File: src/rtl/i2cbb_pkg.sv
// Shared types, codes and step helpers for the I2C bit-bang master sequencer.
`default_nettype none

package i2cbb_pkg;

    // Command codes as they arrive on func and as held while a sequence runs.
    typedef enum logic [2:0] {
        CMD_NONE  = 3'd0,
        CMD_START = 3'd1,
        CMD_STOP  = 3'd2,
        CMD_WRITE = 3'd3,
        CMD_READ  = 3'd4
    } cmd_t;

    localparam int STEP_W = 5;

    // Last step index of each sequence.
    localparam logic [STEP_W-1:0] START_LAST = 5'd4;
    localparam logic [STEP_W-1:0] STOP_LAST  = 5'd3;
    localparam logic [STEP_W-1:0] WRITE_LAST = 5'd26;
    localparam logic [STEP_W-1:0] READ_LAST  = 5'd20;

    // Data-bit steps of a write: three steps per bit, eight bits.
    localparam logic [STEP_W-1:0] WRITE_BIT_STEPS = 5'd24;
    localparam logic [STEP_W-1:0] WRITE_ACK_SDA   = 5'd24;
    localparam logic [STEP_W-1:0] WRITE_ACK_REL   = 5'd25;
    localparam logic [STEP_W-1:0] WRITE_ACK_LOW   = 5'd26;

    // Read steps that follow the sda release and the data-bit clock steps.
    localparam logic [STEP_W-1:0] READ_BIT_LAST = 5'd16;
    localparam logic [STEP_W-1:0] READ_ACK_SDA  = 5'd17;
    localparam logic [STEP_W-1:0] READ_ACK_REL  = 5'd18;
    localparam logic [STEP_W-1:0] READ_ACK_LOW  = 5'd19;
    localparam logic [STEP_W-1:0] READ_SDA_REL  = 5'd20;

    // Map a raw func code to a command; undefined codes mean no command.
    function automatic cmd_t decode_func(input logic [2:0] func);
        cmd_t c;
        case (func)
            CMD_START: c = CMD_START;
            CMD_STOP:  c = CMD_STOP;
            CMD_WRITE: c = CMD_WRITE;
            CMD_READ:  c = CMD_READ;
            default:   c = CMD_NONE;
        endcase
        return c;
    endfunction

    function automatic logic [STEP_W-1:0] last_step(input cmd_t c);
        logic [STEP_W-1:0] l;
        case (c)
            CMD_START: l = START_LAST;
            CMD_STOP:  l = STOP_LAST;
            CMD_WRITE: l = WRITE_LAST;
            CMD_READ:  l = READ_LAST;
            default:   l = '0;
        endcase
        return l;
    endfunction

    // Step index modulo three through a reciprocal multiply (exact for every 5-bit index).
    function automatic logic [1:0] mod3_step(input logic [STEP_W-1:0] v);
        logic [8:0] prod;
        logic [3:0] q;
        logic [STEP_W-1:0] r;
        prod = 9'(v) * 9'd11;
        q    = prod[8:5];
        r    = v - STEP_W'(6'(q) * 6'd3);
        return r[1:0];
    endfunction

endpackage

`default_nettype wire

File: src/rtl/i2c_bitbang_master_sequencer_core.sv
// Top level of the I2C bit-bang master sequencer: tick register, step engine, result register.
`default_nettype none

// I2C master pin sequencer. Each input beat is one tick of bus time and yields exactly one
// output beat carrying the open-drain drives (scl_low, sda_low: 1 pulls the line low), the
// busy flag after that tick, and the received byte with rx_valid on the tick a read ends.
// A command on func (1 start, 2 stop, 3 write byte, 4 read byte) is taken only while idle;
// anything given while busy is dropped. Each pin-change step is held for phase_ticks ticks
// (0 counts as 1, longer holds saturate at 2**PHASE_WIDTH). After the final step one extra
// tick ends the sequence with the pins unchanged and busy low. The slave acknowledge of a
// write is clocked but not sampled; there is no clock stretching. Throughput is one beat per
// clock while neither side stalls: a beat passes through an input register, one pass of step
// logic that updates the sequencer state, and a result register, and out_valid rises once
// the beat is loaded into the result register. Both sides stall independently; in_ready
// stays high while the result register is free or being drained. phase_ticks is written
// through cfg_we/cfg_wdata; the user must do so only while idle, the block does not enforce it.
module i2c_bitbang_master_sequencer_core #(
    parameter int PHASE_WIDTH = 8
) (
    input  wire logic       clk,
    input  wire logic       rst_n,
    // configuration
    input  wire logic       cfg_we,
    input  wire logic [7:0] cfg_wdata,
    // input tick channel
    input  wire logic       in_valid,
    output logic            in_ready,
    input  wire logic [2:0] func,
    input  wire logic [7:0] tx_data,
    input  wire logic       ack_wanted,
    input  wire logic       sda_in,
    // result channel
    output logic            out_valid,
    input  wire logic       out_ready,
    output logic            scl_low,
    output logic            sda_low,
    output logic            busy_res,
    output logic [7:0]      rx_data,
    output logic            rx_valid
);

    localparam int STEP_W = i2cbb_pkg::STEP_W;
    // Width wide enough to compare an 8-bit hold against the counter limit.
    localparam int HOLD_W = (PHASE_WIDTH > 8) ? PHASE_WIDTH : 8;

    // ---------------------------------------------------------------- configuration
    logic [7:0] phase_ticks_reg;

    always_ff @(posedge clk or negedge rst_n)
    begin
        if (!rst_n)
        begin
            phase_ticks_reg <= 8'd1;
        end
        else if (cfg_we)
        begin
            phase_ticks_reg <= cfg_wdata;
        end
    end

    // ---------------------------------------------------------------- handshake
    logic       s1_valid_reg;
    logic       out_valid_reg;
    logic       s2_free;
    logic       adv;

    // Result register can take a beat when empty or being drained this cycle.
    assign s2_free  = !out_valid_reg || out_ready;
    assign adv      = s1_valid_reg && s2_free;
    assign in_ready = !s1_valid_reg || s2_free;

    // ---------------------------------------------------------------- input register
    logic [2:0] func_reg;
    logic [7:0] tx_data_reg;
    logic       ack_wanted_reg;
    logic       sda_in_reg;

    always_ff @(posedge clk or negedge rst_n)
    begin
        if (!rst_n)
        begin
            s1_valid_reg <= 1'b0;
        end
        else if (in_ready)
        begin
            s1_valid_reg <= in_valid;
        end
    end

    // Payload needs no reset; capture only on accept.
    always_ff @(posedge clk)
    begin
        if (in_valid && in_ready)
        begin
            func_reg       <= func;
            tx_data_reg    <= tx_data;
            ack_wanted_reg <= ack_wanted;
            sda_in_reg     <= sda_in;
        end
    end

    // ---------------------------------------------------------------- sequencer state
    i2cbb_pkg::cmd_t   active_cmd_reg,  active_cmd_next;
    logic [STEP_W-1:0] step_index_reg,  step_index_next;
    logic [PHASE_WIDTH-1:0] phase_count_reg, phase_count_next;
    logic              scl_drive_reg,   scl_drive_next;
    logic              sda_drive_reg,   sda_drive_next;
    logic [7:0]        shift_byte_reg,  shift_byte_next;
    logic              ack_flag_reg,    ack_flag_next;

    // ---------------------------------------------------------------- step decode
    i2cbb_pkg::cmd_t   func_cmd;
    logic              idle;
    logic              start_cmd;
    logic              count_down;
    logic              step_go;
    logic [STEP_W-1:0] idx_inc;
    logic              step_ok;
    logic              finish;
    logic              rx_done;

    assign func_cmd   = i2cbb_pkg::decode_func(func_reg);
    assign idle       = (active_cmd_reg == i2cbb_pkg::CMD_NONE);
    assign start_cmd  = idle && (func_cmd != i2cbb_pkg::CMD_NONE);
    assign count_down = !idle && (phase_count_reg != '0);
    assign step_go    = !idle && (phase_count_reg == '0);
    assign idx_inc    = step_index_reg + STEP_W'(1);
    assign step_ok    = (idx_inc <= i2cbb_pkg::last_step(active_cmd_reg));
    // One tick past the last held step ends the sequence.
    assign finish     = step_go && !step_ok;
    assign rx_done    = finish && (active_cmd_reg == i2cbb_pkg::CMD_READ);

    // Hold reload: zero counts as one, then saturate at the counter limit.
    logic [7:0]             hold_m1;
    logic [HOLD_W-1:0]      hold_ext;
    logic [HOLD_W-1:0]      hold_max_ext;
    logic [PHASE_WIDTH-1:0] hold_load;

    assign hold_m1      = (phase_ticks_reg == 8'd0) ? 8'd0 : phase_ticks_reg - 8'd1;
    assign hold_ext     = HOLD_W'(hold_m1);
    assign hold_max_ext = HOLD_W'({PHASE_WIDTH{1'b1}});
    assign hold_load    = (hold_ext > hold_max_ext) ? {PHASE_WIDTH{1'b1}}
                                                    : hold_ext[PHASE_WIDTH-1:0];

    // ---------------------------------------------------------------- next state
    always_comb
    begin
        active_cmd_next = active_cmd_reg;
        if (start_cmd)
        begin
            active_cmd_next = func_cmd;
        end
        else if (finish)
        begin
            active_cmd_next = i2cbb_pkg::CMD_NONE;
        end
    end

    // ---------------------------------------------------------------- step outputs
    i2cbb_pkg::cmd_t   apply_cmd;
    logic [STEP_W-1:0] apply_idx;
    logic              apply_en;
    logic [7:0]        shift_base;
    logic [1:0]        bit_phase;

    assign apply_cmd = start_cmd ? func_cmd : active_cmd_reg;
    assign apply_idx = start_cmd ? '0 : idx_inc;
    assign apply_en  = start_cmd || (step_go && step_ok);
    assign bit_phase = i2cbb_pkg::mod3_step(apply_idx);

    always_comb
    begin
        // Load the shift register for the new command before its first step.
        shift_base = shift_byte_reg;
        if (start_cmd && (func_cmd == i2cbb_pkg::CMD_WRITE))
        begin
            shift_base = tx_data_reg;
        end
        else if (start_cmd && (func_cmd == i2cbb_pkg::CMD_READ))
        begin
            shift_base = 8'd0;
        end

        ack_flag_next = ack_flag_reg;
        if (start_cmd && (func_cmd == i2cbb_pkg::CMD_READ))
        begin
            ack_flag_next = ack_wanted_reg;
        end

        scl_drive_next  = scl_drive_reg;
        sda_drive_next  = sda_drive_reg;
        shift_byte_next = shift_base;

        if (apply_en)
        begin
            case (apply_cmd)
                i2cbb_pkg::CMD_START:
                begin
                    case (apply_idx)
                        5'd0:    scl_drive_next = 1'b1;
                        5'd1:    sda_drive_next = 1'b0;
                        5'd2:    scl_drive_next = 1'b0;
                        5'd3:    sda_drive_next = 1'b1;
                        5'd4:    scl_drive_next = 1'b1;
                        default: scl_drive_next = scl_drive_reg;
                    endcase
                end
                i2cbb_pkg::CMD_STOP:
                begin
                    case (apply_idx)
                        5'd0:    scl_drive_next = 1'b1;
                        5'd1:    sda_drive_next = 1'b1;
                        5'd2:    scl_drive_next = 1'b0;
                        5'd3:    sda_drive_next = 1'b0;
                        default: scl_drive_next = scl_drive_reg;
                    endcase
                end
                i2cbb_pkg::CMD_WRITE:
                begin
                    if (apply_idx < i2cbb_pkg::WRITE_BIT_STEPS)
                    begin
                        case (bit_phase)
                            2'd0:    sda_drive_next = ~shift_base[7];
                            2'd1:    scl_drive_next = 1'b0;
                            default:
                            begin
                                scl_drive_next  = 1'b1;
                                shift_byte_next = {shift_base[6:0], 1'b0};
                            end
                        endcase
                    end
                    else if (apply_idx == i2cbb_pkg::WRITE_ACK_SDA)
                    begin
                        sda_drive_next = 1'b0;
                    end
                    else if (apply_idx == i2cbb_pkg::WRITE_ACK_REL)
                    begin
                        scl_drive_next = 1'b0;
                    end
                    else if (apply_idx == i2cbb_pkg::WRITE_ACK_LOW)
                    begin
                        scl_drive_next = 1'b1;
                    end
                end
                i2cbb_pkg::CMD_READ:
                begin
                    if (apply_idx == '0)
                    begin
                        sda_drive_next = 1'b0;
                    end
                    else if (apply_idx <= i2cbb_pkg::READ_BIT_LAST)
                    begin
                        if (apply_idx[0])
                        begin
                            scl_drive_next = 1'b0;
                        end
                        else
                        begin
                            // Sample at the end of the high phase as scl is pulled low.
                            shift_byte_next = {shift_base[6:0], sda_in_reg};
                            scl_drive_next  = 1'b1;
                        end
                    end
                    else if (apply_idx == i2cbb_pkg::READ_ACK_SDA)
                    begin
                        sda_drive_next = ack_flag_next;
                    end
                    else if (apply_idx == i2cbb_pkg::READ_ACK_REL)
                    begin
                        scl_drive_next = 1'b0;
                    end
                    else if (apply_idx == i2cbb_pkg::READ_ACK_LOW)
                    begin
                        scl_drive_next = 1'b1;
                    end
                    else if (apply_idx == i2cbb_pkg::READ_SDA_REL)
                    begin
                        sda_drive_next = 1'b0;
                    end
                end
                default:
                begin
                    scl_drive_next = scl_drive_reg;
                end
            endcase
        end

        if (apply_en)
        begin
            phase_count_next = hold_load;
        end
        else if (count_down)
        begin
            phase_count_next = phase_count_reg - PHASE_WIDTH'(1);
        end
        else
        begin
            phase_count_next = phase_count_reg;
        end

        if (start_cmd)
        begin
            step_index_next = '0;
        end
        else if (step_go)
        begin
            step_index_next = step_ok ? idx_inc : '0;
        end
        else
        begin
            step_index_next = step_index_reg;
        end
    end

    // Advance the sequencer once per tick that moves into the result register.
    always_ff @(posedge clk or negedge rst_n)
    begin
        if (!rst_n)
        begin
            active_cmd_reg  <= i2cbb_pkg::CMD_NONE;
            step_index_reg  <= '0;
            phase_count_reg <= '0;
            scl_drive_reg   <= 1'b0;
            sda_drive_reg   <= 1'b0;
            shift_byte_reg  <= 8'd0;
            ack_flag_reg    <= 1'b0;
        end
        else if (adv)
        begin
            active_cmd_reg  <= active_cmd_next;
            step_index_reg  <= step_index_next;
            phase_count_reg <= phase_count_next;
            scl_drive_reg   <= scl_drive_next;
            sda_drive_reg   <= sda_drive_next;
            shift_byte_reg  <= shift_byte_next;
            ack_flag_reg    <= ack_flag_next;
        end
    end

    // ---------------------------------------------------------------- result register
    logic       scl_low_reg;
    logic       sda_low_reg;
    logic       busy_reg;
    logic [7:0] rx_data_reg;
    logic       rx_valid_reg;

    always_ff @(posedge clk or negedge rst_n)
    begin
        if (!rst_n)
        begin
            out_valid_reg <= 1'b0;
        end
        else if (s2_free)
        begin
            out_valid_reg <= s1_valid_reg;
        end
    end

    always_ff @(posedge clk)
    begin
        if (adv)
        begin
            scl_low_reg  <= scl_drive_next;
            sda_low_reg  <= sda_drive_next;
            busy_reg     <= (active_cmd_next != i2cbb_pkg::CMD_NONE);
            rx_data_reg  <= rx_done ? shift_byte_next : 8'd0;
            rx_valid_reg <= rx_done;
        end
    end

    assign out_valid = out_valid_reg;
    assign scl_low   = scl_low_reg;
    assign sda_low   = sda_low_reg;
    assign busy_res  = busy_reg;
    assign rx_data   = rx_data_reg;
    assign rx_valid  = rx_valid_reg;

    // ---------------------------------------------------------------- assertions
    // A finished read always reports the bus as free.
    assert property (@(posedge clk) disable iff (!rst_n)
        out_valid_reg && rx_valid_reg |-> !busy_reg)
        else $error("rx_valid with busy set");

    // Received data is zero except on the beat that ends a read.
    assert property (@(posedge clk) disable iff (!rst_n)
        out_valid_reg && (rx_data_reg != 8'd0) |-> rx_valid_reg)
        else $error("rx_data nonzero without rx_valid");

    // The step index rests at zero while no sequence runs.
    assert property (@(posedge clk) disable iff (!rst_n)
        (active_cmd_reg == i2cbb_pkg::CMD_NONE) |-> (step_index_reg == '0))
        else $error("step index not cleared when idle");

    // No sequence goes past the longest step list.
    assert property (@(posedge clk) disable iff (!rst_n)
        step_index_reg <= i2cbb_pkg::WRITE_LAST)
        else $error("step index out of range");

    // Input side stays open whenever the result register is empty.
    assert property (@(posedge clk) disable iff (!rst_n)
        !out_valid_reg |-> in_ready)
        else $error("input stalled with empty result register");

endmodule

`default_nettype wire

File: config.mk
export PLATFORM = sky130hd
export DESIGN_NAME = i2c_bitbang_master_sequencer_core
export DESIGN_NICKNAME = d
export VERILOG_FILES = /design/src/rtl/i2cbb_pkg.sv /design/src/rtl/i2c_bitbang_master_sequencer_core.sv
export SDC_FILE = /design/constraint.sdc
export NUM_CORES = 1
export LEC_CHECK = 0
export ABC_AREA = 1
export ABC_CLOCK_PERIOD_IN_PS = 7310
export BUFFER_PORTS_ARGS = -buffer_cell sky130_fd_sc_hd__clkbuf_2
export CORE_AREA = 2 2 122 124
export CTS_BUF_LIST = sky130_fd_sc_hd__clkbuf_8 sky130_fd_sc_hd__clkbuf_16
export CTS_CLUSTER_DIAMETER = 80
export CTS_CLUSTER_SIZE = 16
export DETAILED_ROUTE_END_ITERATION = 8
export DIE_AREA = 0 0 124 126
export HOLD_SLACK_MARGIN = 0.06
export PLACE_DENSITY_LB_ADDON = 0.2
export SLEW_MARGIN = 20
export SYNTH_ARGS = -nofsm -noshare
export SYNTH_HDL_FRONTEND = slang
export SYNTH_SLANG_ARGS = --single-unit
File: constraint.sdc
create_clock -name clk -period 7.31 [get_ports clk]
set_input_delay 1.462 -clock clk [delete_from_list [all_inputs] [get_ports clk]]
set_output_delay 1.462 -clock clk [all_outputs]
set_load 0.03 [all_outputs]
# After elaboration in Yosys (flattened, before gate mapping)
# Cells that the tools add are included.
op_classes:
  order_cmp: 4
  n_eq_ne: 26
  mul: 2
  n_bitwise: 1
  n_reduce_logical: 31
  mux: 51
  n_addsub: 4
op_table:
  columns: ["cell", "count"]
  rows:
  - ["2-to-1 mux 8 bit", 12]
  - ["equality test 5 bit (second input constant)", 7]
  - ["2-to-1 mux 1 bit", 22]
  - ["equality test 3 x 2 -> 1 bit (second input constant)", 7]
  - ["2-to-1 mux 5 bit", 4]
  - ["one-hot mux 5 bit (4 select lines)", 1]
  - ["logical NOT 8 bit", 2]
  - ["one-hot mux 8 bit (2 select lines)", 1]
  - ["subtractor 8 x 1 -> 8 bit (second input constant)", 2]
  - ["equality test 3 bit (second input constant)", 4]
  - ["one-hot mux 3 bit (4 select lines)", 1]
  - ["equality test 5 x 2 -> 1 bit (second input constant)", 2]
  - ["logical AND 1 bit", 10]
  - ["one-hot mux 1 bit (2 select lines)", 5]
  - ["equality test 3 x 1 -> 1 bit (second input constant)", 3]
  - ["multiplier 5 x 4 -> 9 bit (second input constant)", 1]
  - ["2-to-1 mux 3 bit", 3]
  - ["greater-than comparator 8 bit (second input constant)", 1]
  - ["one-hot mux 1 bit (4 select lines)", 2]
  - ["nonzero test 8 bit", 1]
  - ["nonzero test 3 bit", 2]
  - ["adder 5 x 1 -> 5 bit (second input constant)", 1]
  - ["equality test 5 x 1 -> 1 bit (second input constant)", 1]
  - ["equality test 5 x 3 -> 1 bit (second input constant)", 1]
  - ["15 further kinds", 23]
totals:
  inputBits: 26
  register_bits: 62

# Depth between registers and ports, before layout
# Gate-level depths: netlist of run 1.
logic_depth:
  ltp_word: 14
  mapped_depth: 28

# Worst setup path after synthesis of run 1
# No wires, ideal clock.
synth_path:
  path_type: "register to register"
  from: "reg step_index_reg[0]"
  to: "reg rx_data_reg[0], in the netlist rx_data[0], data pin"
  path_stages_with_launch: 17
  setup_time_ps: 259
  period_less_slack_ps: 3443
  arrival_ps: 3184
  t_required_ps: 7051
  setup_slack_ps: 3867
  cell_sequence: "dfrtp_1 -> ha_1 -> inv_1 -> a21oi_2 -> ha_1 -> fa_1 -> ha_1 -> a21oi_1 -> nand3_1 -> nand3_1 -> nand2_1 -> nand3_2 -> nand3_2 -> nand3_1 -> nand2_1 -> a21oi_1 -> nor2_1"
synth_between:
  elab_chain_cells: 11
  elab_cells_between_ends: 24
  classes_between: "2 x add/sub; 2 x mul; 3 x order compare; 1 x eq/ne; 8 x mux; 8 x reduce/logical"
synth_rtl:
  columns: ["element", "line_no", "text"]
  rows:
  - ["from (decl)", "i2c_bitbang_master_sequencer_core.sv:104", "logic [STEP_W-1:0] step_index_reg, step_index_next;"]
  - ["from (signal assigned)", "i2c_bitbang_master_sequencer_core.sv:331", "step_index_reg <= step_index_next;"]
  - ["adder 5 x 1 -> 5 bit *", "i2c_bitbang_master_sequencer_core.sv:127", "assign idx_inc = step_index_reg + STEP_W'(1);"]
  - ["2-to-1 mux 5 bit", "i2c_bitbang_master_sequencer_core.sv:167", "assign apply_idx = start_cmd ? '0 : idx_inc;"]
  - ["multiplier 5 x 4 -> 9 bit", "i2cbb_pkg.sv:66", "prod = 9'(v) * 9'd11;"]
  - ["multiplier 4 x 2 -> 2 bit", "i2cbb_pkg.sv:68", "r = v - STEP_W'(6'(q) * 6'd3);"]
  - ["subtractor 2 bit", "i2cbb_pkg.sv:68", null]
  - ["equality test 2 x 1 -> 1 bit / logical NOT 2 bit (equally long branches)", "i2c_bitbang_master_sequencer_core.sv:222", "case (bit_phase)"]
  - ["OR reduction 2 bit (no source line)", null, null]
  - ["2-to-1 mux 8 bit", "i2c_bitbang_master_sequencer_core.sv:222", null]
  - ["2-to-1 mux 8 bit", "i2c_bitbang_master_sequencer_core.sv:220", "if (apply_idx < i2cbb_pkg::WRITE_BIT_STEPS)"]
  - ["one-hot mux 8 bit (2 select lines)", "i2c_bitbang_master_sequencer_core.sv:196", "case (apply_cmd)"]
  - ["2-to-1 mux 8 bit", "i2c_bitbang_master_sequencer_core.sv:194", "if (apply_en)"]
  - ["to (signal assigned)", "i2c_bitbang_master_sequencer_core.sv:366", "rx_data_reg <= rx_done ? shift_byte_next : 8'd0;"]
  - ["to (decl)", "i2c_bitbang_master_sequencer_core.sv:344", "logic [7:0] rx_data_reg;"]
# Every way passes the cells marked *; elsewhere a longest branch is shown, timed or not.
# A chain may end at the register's enable or synchronous reset.

# Worst setup path after layout of run 1
layout_path:
  from: "reg step_index_reg[0]"
  to: "reg rx_data_reg[3], in the netlist rx_data[3], data pin"
# The elaborated chain is that of the path after synthesis.

==> flow_summary.yaml, run 1 <==
critical_path:
  worst_path_max_delay_cell: "dfrtp_1"
  path_cells: "ha_1 > inv_1 > a21oi_2 > ha_1 > fa_1 > ha_1 > nand2_1 > inv_1 > nand4_1 > nand2_1 > nand2_1 > nand3_1 > nand2_1 > nand3_2 > nand3_2 > nand2_1 > nand3_1 > nand2_1 > nand2_1 > a21oi_1"
  r2r-end: "rx_data[3]"
  setup.worst_path.class: "reg -> reg"
  r2r_cells: 20
  critical_path_required_ps: 7470
  critical_path_depth: 20
  reg2reg_from: "step_index_reg[0]"
  worst_setup_path_start_kind: "flip-flop"
  arrival_ps: 4260
  timing.critical_path.max_delay_family: "adder cells"
  timing.critical_path.mode_cell: "nand2_1"
  crit_end: "rx_data[3]"
  r2r_slack_ps: 3220
  max_incr_delay_on_cp_ps: 480
  worst-path-buf-inv: 2
  crit_fanout: 8
  startpoint: "step_index_reg[0]"
  crit_path_end_kind: "flip-flop"
clock_tree:
  worst_setup_hold_path_clk_slew_ps: 60
  post_cts_resize_count: 0
  cts.repair_timing.setup_buffer_count: 0
  cts_num_sinks: 62
  ctsLongestPathBuffers: 2
  clk_latency_ps: 340
  hold_buffers: 0
  tritoncts: "done"
  clock_root_cell: "clkbuf_16"
  numCtsBuffers: 9
  htree_num_levels: 3
drt:
  drt_iter0_drc: 177
  wl_per_instance_um: 13.3
  routed-via-count: 3719
  drt_pre_antenna_iters: 4
  wl_um: 10300
  routed_via_density: 4.79
  final_antenna_net_count: 0
  drcViolationCount: 0
placed_design:
  place.detailed.instances: 760
  gp_congestion: 0.900
  place.port_buffers: 39
  hpwl_um: 7910
  placed_area_um2: 4580
synthesis:
  synth-seq-area-share_pct: 39.9
  yosys_warnings: 0
  number_of_flops_mapped_to_enable_cells_by_yosys: 25
  synth_xor_xnor_area_share_pct: 2.26
  synthDominantAreaCellType: "dfrtp_1"
  synth_top_area_share_pct: 21.4
  synthDistinctLibCells: 47
  largest_cells_by_area_after_synthesis: "dfrtp_1, edfxtp_1, nand2_1, inv_1, nand3_1"
  syn_area_per_cell_um2: 7.69
  postSynth.asyncResetShare_pct: 59.7
  largest_family_of_logic_cells_by_synthesized_area: "simple AND/OR/NAND/NOR gates"
  postSynthNetCount: 590
  post_synth_mux_area_share_pct: 1.04
  syn-instance-count: 547
  syn-cell-area_um2: 4210
  yosys.area_share.simple_pct: 28.5
  fraction_of_the_mapped_netlist_area_in_compound_gates_pct: 14.1
  adder_and_majority_cell_fraction_of_the_synthesized_area_pct: 5.23
  number_of_synthesized_register_bits: 62
  synth-main-ff-cell: "dfrtp_1"
floorplanning:
  dieArea_um2: 15600
  initial_utilization_pct: 29.4
  chipHeight_um: 126
  core_box_area_um2: 14300
  placementRows: 44
  number_of_top_level_pins: 40
  chipWidth_um: 124
cells_and_area:
  layout.area.seq_um2: 1680
  layout-drive-gt1-share_pct: 16.4
  final.fill_count: 1555
  most_common_library_cell_in_the_layout_ignoring_fill_and_taps: "nand2_1"
  fin_area_um2: 4880
  layout.nets: 630
  antenna_diodes: 0
  multiInputGateArea_um2: 2150
  final_core_utilization_pct: 34.1
  final_cell_count_no_fill: 776
  mostFrequentLayoutCells: "nand2_1, inv_1, nand3_1"
  layout-area-overhead-vs-synth_pct: 15.9
timing:
  fin_crit_sh_pct: 56.0
  worst_pin_slew_ps: 1070
  fmax_ghz: 0.244
  maxSlewViolCount: 0
  final_hold_fails: 0
  final-setup-viol-count: 0
  max-slew-margin-rel_pct: 28.5
  layout_min_cycle_time_ps: 4090
  timing.clock.skew_ps: 7.55
  rsz0062_at_grt: "no"
  summed_negative_setup_slack_over_all_endpoints_ps: 0
flow_run:
  drv.max_cap_violation_count: 0
grt:
  initial_antenna_violation_count: 0
  globalRoute.busiestLayer: "met2"
  grt_util_met1_pct: 18.7
  grt_pass1_wl_um: 17500
  via_count_of_the_first_global_routing_pass: 3637
  grt.overflow.total: 0
  globalRouteMet2Util_pct: 22.8
  groute.layer.met3.usage_pct: 4.17
  grt_use_total_pct: 14.4
  pin_count_of_the_biggest_net_entering_global_routing: 38
min_path:
  worstHoldStart: "shift_byte_reg[2]"
  hp-class: "reg -> reg"
pwr:
  internal_power_mw: 1.03
  total_power_mw: 1.96
  cellLeakagePower_nw: 2.37
  clockPowerShare_pct: 22.2
  power_switching_uw: 922
  ir_worst_vdd_uv: 165
  combinational_fraction_of_design_power_pct: 51.2
  power_frac_seq_pct: 26.6
  p_per_area_nw_per_um2: 401
  power.share.switching_pct: 47.2
outcome:
  status: "finished clean"
## synth_stat cells (3+ instances only)
library cell	n
nand3_2	5
o21ai_0	31
inv_2	6
o31ai_1	7
edfxtp_1	25
mux2_2	3
a21oi_1	32
clkbuf_1	5
xor2_1	7
o21ai_1	13
buf_2	4
dfrtp_1	36
o21ai_2	4
nand3_1	52
nand2_4	3
nor2_1	33
inv_1	74
nor3_1	6
nand2_2	5
o211ai_1	4
ha_1	16
nand2_1	138
nand4_1	7
## final cells by class
cell class	instances	share of cell area (%)
Sequential cell	62	34.4
Inverter	83	6.54
Clock inverter	7	1.51
Multi-Input combinational cell	391	44.1
Timing Repair Buffer	40	4.15
Clock buffer	9	4.62
Tap cell	184	4.72
## power by group through the flow
stage	clock [mW]	combinational, mW	sequential (mW)
2_1_floorplan	0	0.769	0.539
3_3_place_gp	0	0.995	0.526
3_5_place_dp	0	1.00	0.527
4_1_cts	0.444	1.01	0.521
5_1_grt	0.461	1.15	0.534
6_report	0.434	1.00	0.520
## worst register-to-register path, cell delays in order, from the launching register on
cell and delay, ps:
dfrtp_1 480, ha_1 480, inv_1 80, a21oi_2 280
ha_1 320, fa_1 470, ha_1 340, nand2_1 60
inv_1 50, nand4_1 130, nand2_1 90, nand2_1 90
nand3_1 120, nand2_1 100, nand3_2 100, nand3_2 170
nand2_1 110, nand3_1 60, nand2_1 100, nand2_1 70
a21oi_1 210
## logic make-up (layout without fill, tap and decap cells)
| logic type | count (synthesis) | count (layout) |
|---|---|---|
| AOI/OAI and AO/OA | 102 | 102 |
| and+or+nand+nor | 258 | 258 |
| muxes | 4 | 4 |
| adders and majority gates | 17 | 17 |
| xor gates and xnor gates | 10 | 10 |
| buffers and inverters | 94 | 139 |
| DFF | 62 | 62 |
## worst min-delay path by stage
stage	slack (ps)	to	depth (start not counted)
after floorplan	450	shift_byte_reg[1]	2
after global placement	460	shift_byte_reg[4]	2
after detailed placement	470	shift_byte_reg[3]	2
after CTS	490	shift_byte_reg[2]	2
after global routing	500	shift_byte_reg[5]	2
final	480	shift_byte_reg[2]	2
## through the flow
step	worst slack, ps	hold slack [ps]
6_report	3220	481
5_1_grt	2920	499
4_1_cts	3230	485
3_5_place_dp	3260	466
3_3_place_gp	3290	462
2_1_floorplan	3870	450
## routing by layer
metal | up-vias | wire (um)
met3 | 17 | 494
li1 | 1891 | -
met2 | 71 | 4770
met4 | 0 | 202
met1 | 1740 | 4860
met5 | - | 0
Note: power is estimated with default switching activity, not from simulation.
==> run 2, diff against run 1 <==
--- a/config.mk
+++ b/config.mk
@@ -6,7 +6,7 @@
 export NUM_CORES = 1
 export LEC_CHECK = 0
 export ABC_AREA = 1
-export ABC_CLOCK_PERIOD_IN_PS = 7310
+export ABC_CLOCK_PERIOD_IN_PS = 3900
 export BUFFER_PORTS_ARGS = -buffer_cell sky130_fd_sc_hd__clkbuf_2
 export CORE_AREA = 2 2 122 124
 export CTS_BUF_LIST = sky130_fd_sc_hd__clkbuf_8 sky130_fd_sc_hd__clkbuf_16
==> constraint.sdc (replaced) <==
create_clock -name clk -period 3.9 [get_ports clk]
set_input_delay 0.78 -clock clk [delete_from_list [all_inputs] [get_ports clk]]
set_output_delay 0.78 -clock clk [all_outputs]
set_load 0.03 [all_outputs]
==> run 2 against run 1 <==
  * Combinational power rose by 100%
  * Wire length rose by 3.9%
  * Hold slack got worse by 1.3 ps
  * Non-clock buffer count rose by 16
  * Global-route usage rose by 0.40 points
  * Sequential share of layout area fell by 1.2 points
  * Critical path depth rose by 2
  * Clock skew rose by 1.2 ps
  * Total power rose by 96%
  * First-iteration DRC count rose by 48%
  * Core utilization rose by 1.3 points
  * Via count rose by 2.0%
==> flow_summary.yaml, run 2 (same netlist as run 1, synthesis figures left out) <==
outcome:
  status: "finished clean"
drt:
  drcViolationCount: 0
  wl_per_instance_um: 13.6
  drt_iter0_drc: 262
  drt_pre_antenna_iters: 4
  wl_um: 10700
  routed_via_density: 4.79
  final_antenna_net_count: 0
  routed-via-count: 3792
timing:
  fmax_ghz: 0.277
  max-slew-margin-rel_pct: 37.5
  maxSlewViolCount: 0
  summed_negative_setup_slack_over_all_endpoints_ps: 0
  rsz0062_at_grt: "no"
  layout_min_cycle_time_ps: 3610
  final-setup-viol-count: 0
  worst_pin_slew_ps: 937
  fin_crit_sh_pct: 92.6
  hold_slack_ps: 480
  final_hold_fails: 0
  timing.clock.skew_ps: 8.71
critical_path:
  arrival_ps: 3680
  setup.worst_path.class: "reg -> reg"
  crit_fanout: 7
  worst_setup_path_start_kind: "flip-flop"
  critical_path_required_ps: 3960
  crit_path_end_kind: "flip-flop"
pwr:
  p_per_area_nw_per_um2: 756
  ir_worst_vdd_uv: 241
  cellLeakagePower_nw: 2.46
placed_design:
  place.port_buffers: 39
  hpwl_um: 7960
  gp_congestion: 0.878
cells_and_area:
  layout.area.seq_um2: 1680
  final.fill_count: 1507
  mostFrequentLayoutCells: "nand2_1, inv_1, nand3_1"
  layout-area-overhead-vs-synth_pct: 20.4
  layout-drive-gt1-share_pct: 20.2
  multiInputGateArea_um2: 2210
  most_common_library_cell_in_the_layout_ignoring_fill_and_taps: "nand2_1"
  antenna_diodes: 0
  final_core_utilization_pct: 35.4
  layout.nets: 646
grt:
  grt_use_total_pct: 14.8
  grt_pass1_wl_um: 17900
  grt.overflow.total: 0
  via_count_of_the_first_global_routing_pass: 3604
  initial_antenna_violation_count: 0
  pin_count_of_the_biggest_net_entering_global_routing: 38
floorplanning:
  initial_utilization_pct: 29.4
  dieArea_um2: 15600
  chipWidth_um: 124
  placementRows: 44
  number_of_top_level_pins: 40
  core_box_area_um2: 14300
  chipHeight_um: 126
clock_tree:
  clk_latency_ps: 340
  htree_num_levels: 3
  numCtsBuffers: 9
  hold_buffers: 0
  ctsLongestPathBuffers: 2
  tritoncts: "done"
  worst_setup_hold_path_clk_slew_ps: 60
  clock_root_cell: "clkbuf_16"
  cts_num_sinks: 62
flow_run:
  drv.max_cap_violation_count: 0
min_path:
  hp-class: "reg -> reg"
-- run 2: worst paths after layout --
path / start / to / slack, ps / cells past startpoint
worst max register to register: active_cmd_reg[0] / rx_data[3] / 290 / 22
max in group asynchronous: rst_n / active_cmd_reg[1] / 2670 / 1
min in group asynchronous: rst_n / phase_ticks_reg[5] / 580 / 1
worst max-delay path: active_cmd_reg[0] / rx_data[3] / 290 / 22
worst min register to register: shift_byte_reg[4] / shift_byte_reg[4] / 480 / 2
worst min-delay path: shift_byte_reg[4] / shift_byte_reg[4] / 480 / 2
-- run 2: final cells by class --
class	count	share of cell area, %
well taps	184	4.54
repair buffers	56	6.37
multi-input cells	391	43.7
flip-flops and latches	62	33.2
clock inverters	7	1.46
inverters	83	6.30
clock buffers	9	4.45
-- run 2: stage by stage --
step | total power [mW] | setup WS, ps | area (um^2) | cells
floorplan | 2.45 | 457 | 4210 | 547
global placement | 2.90 | 253 | 4650 | 769
detailed placement | 2.94 | 139 | 4650 | 769
CTS | 3.77 | 115 | 4950 | 785
global route | 4.19 | 25.3 | 5070 | 792
finish | 3.83 | 288 | 5070 | 792
-- run 2: repair_timing --
item                       CTS  global route
resized for setup            0            12
setup endpoints to repair    0            20
buffers inserted             0             7
-- run 2: metal layers --
metal  share of wire, %  GRT usage (%)  wire (um)
met4                1.4           4.30        148
met2                 47           22.9       5030
met5                  0              0          0
met3                5.5           4.21        587
met1                 46           19.9       4970
-- run 2: critical path: stages, from the launching register on --
cell and delay (ps):
dfrtp_2 440, nor2_4 120, inv_2 70, nor2_8 170, nand2_8 100, nand2_8 100
inv_1 70, ha_1 290, fa_1 490, ha_4 300, nand2_1 50, inv_1 50
nand4_1 100, nand3_2 130, nand3_2 110, nand2_1 100, nand3_1 80, nand2_2 150
nand3_1 90, nand3_1 110, nand2_1 50, nand2_1 70, a21oi_1 90
-- run 2: report_power, final --
part / internal [mW] / switching (mW)
clock network: 0.495 / 0.313
logic: 0.693 / 1.35
registers: 0.855 / 0.122
==> run 3, diff against run 2 <==
--- a/config.mk
+++ b/config.mk
@@ -8,12 +8,12 @@
 export ABC_AREA = 1
 export ABC_CLOCK_PERIOD_IN_PS = 3900
 export BUFFER_PORTS_ARGS = -buffer_cell sky130_fd_sc_hd__clkbuf_2
-export CORE_AREA = 2 2 122 124
+export CORE_AREA = 2 2 171 89
 export CTS_BUF_LIST = sky130_fd_sc_hd__clkbuf_8 sky130_fd_sc_hd__clkbuf_16
 export CTS_CLUSTER_DIAMETER = 80
 export CTS_CLUSTER_SIZE = 16
 export DETAILED_ROUTE_END_ITERATION = 8
-export DIE_AREA = 0 0 124 126
+export DIE_AREA = 0 0 173 91
 export HOLD_SLACK_MARGIN = 0.06
 export PLACE_DENSITY_LB_ADDON = 0.2
 export SLEW_MARGIN = 20
==> constraint.sdc (replaced) <==
create_clock -name clk -period 3.9 [get_ports clk]
set_input_delay 0.78 -clock clk [delete_from_list [all_inputs] [get_ports clk]]
set_output_delay 0.78 -clock clk [all_outputs]
set_load 0.05 [all_outputs]
==> run 3 against run 2 <==
  * Maximum frequency is 2.7% lower
  * Sequential share of layout area fell by 0.28 points
  * Register-to-register slack got worse by 100 ps
  * Total power is 4.4% higher
  * Cell count rose by 1.8%
  * Clock skew grew 3.0 ps
==> flow_summary.yaml, run 3 (same netlist as run 1, synthesis figures left out) <==
critical_path:
  worst-path-buf-inv: 3
  r2r_slack_ps: 190
  critical_path_required_ps: 3960
  timing.critical_path.max_delay_family: "simple AND/OR/NAND/NOR gates"
  crit_fanout: 7
  crit_path_end_kind: "flip-flop"
  arrival_ps: 3780
  path_cells: "nor2_4 > inv_2 > nor2_8 > nand2_8 > nand2_4 > inv_1 > ha_1 > fa_1 > ha_4 > nand2_1 > inv_1 > nand4_1 > nand3_2 > nand3_2 > nand2_2 > nand3_1 > nand2_2 > nand3_1 > nand3_1 > nand2_1 > nand2_1 > a21oi_2"
  worst_setup_path_start_kind: "flip-flop"
  r2r_cells: 22
  r2r-end: "rx_data[4]"
  reg2reg_from: "active_cmd_reg[0]"
  worst_path_max_delay_cell: "fa_1"
  setup.worst_path.class: "reg -> reg"
  max_incr_delay_on_cp_ps: 530
floorplanning:
  core_box_area_um2: 14200
  chipWidth_um: 173
  chipHeight_um: 91
  dieArea_um2: 15700
  initial_utilization_pct: 29.6
  placementRows: 31
  number_of_top_level_pins: 40
timing:
  max-slew-margin-rel_pct: 37.1
  maxSlewViolCount: 0
  layout_min_cycle_time_ps: 3710
  final-setup-viol-count: 0
  fmax_ghz: 0.269
  rsz0062_at_grt: "no"
  worst_pin_slew_ps: 944
  timing.final.ws_setup_ps: 187
  fin_crit_sh_pct: 95.2
  timing.clock.skew_ps: 11.7
  final_hold_fails: 0
  summed_negative_setup_slack_over_all_endpoints_ps: 0
pwr:
  internal_power_mw: 2.11
  p_per_area_nw_per_um2: 782
  combinational_fraction_of_design_power_pct: 53.7
  clockPowerShare_pct: 21.8
  cellLeakagePower_nw: 2.48
  power.share.switching_pct: 47.3
  power_frac_seq_pct: 24.5
  power_switching_mw: 1.89
  ir_worst_vdd_uv: 282
cells_and_area:
  antenna_diodes: 0
  layout-area-overhead-vs-synth_pct: 21.4
  layout.nets: 646
  mostFrequentLayoutCells: "nand2_1, inv_1, nand3_1"
  final_core_utilization_pct: 36.0
  most_common_library_cell_in_the_layout_ignoring_fill_and_taps: "nand2_1"
  layout-drive-gt1-share_pct: 21.1
placed_design:
  place.port_buffers: 39
  hpwl_um: 8820
  place_ws_ps: 120
  gp_congestion: 0.865
drt:
  drt_pre_antenna_iters: 5
  routed-via-count: 3845
  drt_iter0_drc: 402
  final_antenna_net_count: 0
  routed_via_density: 4.77
  drcViolationCount: 0
  wl_um: 11400
  wl_per_instance_um: 14.1
clock_tree:
  worst_setup_hold_path_clk_slew_ps: 60
  tritoncts: "done"
  clock_root_cell: "clkbuf_16"
  ctsLongestPathBuffers: 2
  numCtsBuffers: 9
  clk_latency_ps: 330
  htree_num_levels: 3
  cts_num_sinks: 62
  hold_buffers: 0
grt:
  via_count_of_the_first_global_routing_pass: 3510
  grt.overflow.total: 0
  initial_antenna_violation_count: 0
  pin_count_of_the_biggest_net_entering_global_routing: 38
  grt_use_total_pct: 15.1
  grt_pass1_wl_um: 18700
min_path:
  worst_hold_path.endpoint: "shift_byte_reg[4]"
  timing.hold.worst_path_depth: 2
  hp-class: "reg -> reg"
  worstHoldStart: "shift_byte_reg[4]"
outcome:
  status: "finished clean"
flow_run:
  drv.max_cap_violation_count: 0
==> run 3: worst min-delay path, cell delays in order (launching register included) <==
cell and delay (ps):
dfrtp_1 340, nand2_1 50, nand2_1 50
==> run 3: layout make-up <==
cell class	instances	area, um^2
clock inverter	6	72.6
timing repair buffer	56	323
tap	198	248
multi-input combinational	391	2220
clock buffer	10	250
sequential	62	1680
fill	1506	9090
inverter	83	319
==> run 3: through the flow <==
stage                     cell area, um^2  power (mW)  instances  hold slack, ps
final                                5110        4.00        806             482
after global routing                 5110        4.35        806             530
after CTS                            5030        3.92        804             484
after detailed placement             4700        3.03        788             467
after global placement               4700        3.01        788             466
after floorplan                      4210        2.49        547             450
==> run 3: how the worst max path moves through the flow <==
stage                 startpoint    endpoint  slack (ps)  cells past startpoint
2_1_floorplan  step_index_reg[0]  rx_data[0]         460                     16
3_3_place_gp         func_reg[0]  rx_data[0]         230                     22
3_5_place_dp   active_cmd_reg[0]  rx_data[3]         120                     20
4_1_cts        active_cmd_reg[0]  rx_data[3]          90                     20
5_1_grt        active_cmd_reg[0]  rx_data[1]           1                     22
6_report       active_cmd_reg[0]  rx_data[4]         190                     22
==> run 3: power groups by stage <==
stage	sequential (mW)	combinational (mW)	clock, mW
floorplan	1.05	1.44	0
global placement	0.983	2.02	0
detailed placement	0.984	2.05	0
CTS	0.974	2.06	0.890
global route	1.01	2.42	0.917
finish	0.979	2.15	0.870
==> run 3: timing repair <==
item | 4_1_cts | 5_1_grt
buffers inserted | 0 | 2
gates resized for setup | 0 | 16
hold endpoints to repair | 0 | 0
endpoints found under the setup margin | 0 | 20
==> run 3: metal layers <==
layer	routed length (um)	part of all wire, %	track usage, %	up-vias
met5	0	0	0	-
met1	6490	57	25.7	1794
li1	-	-	-	1930
met3	729	6.4	3.31	4
met4	25	0.22	1.84	0
met2	4130	36	18.7	117
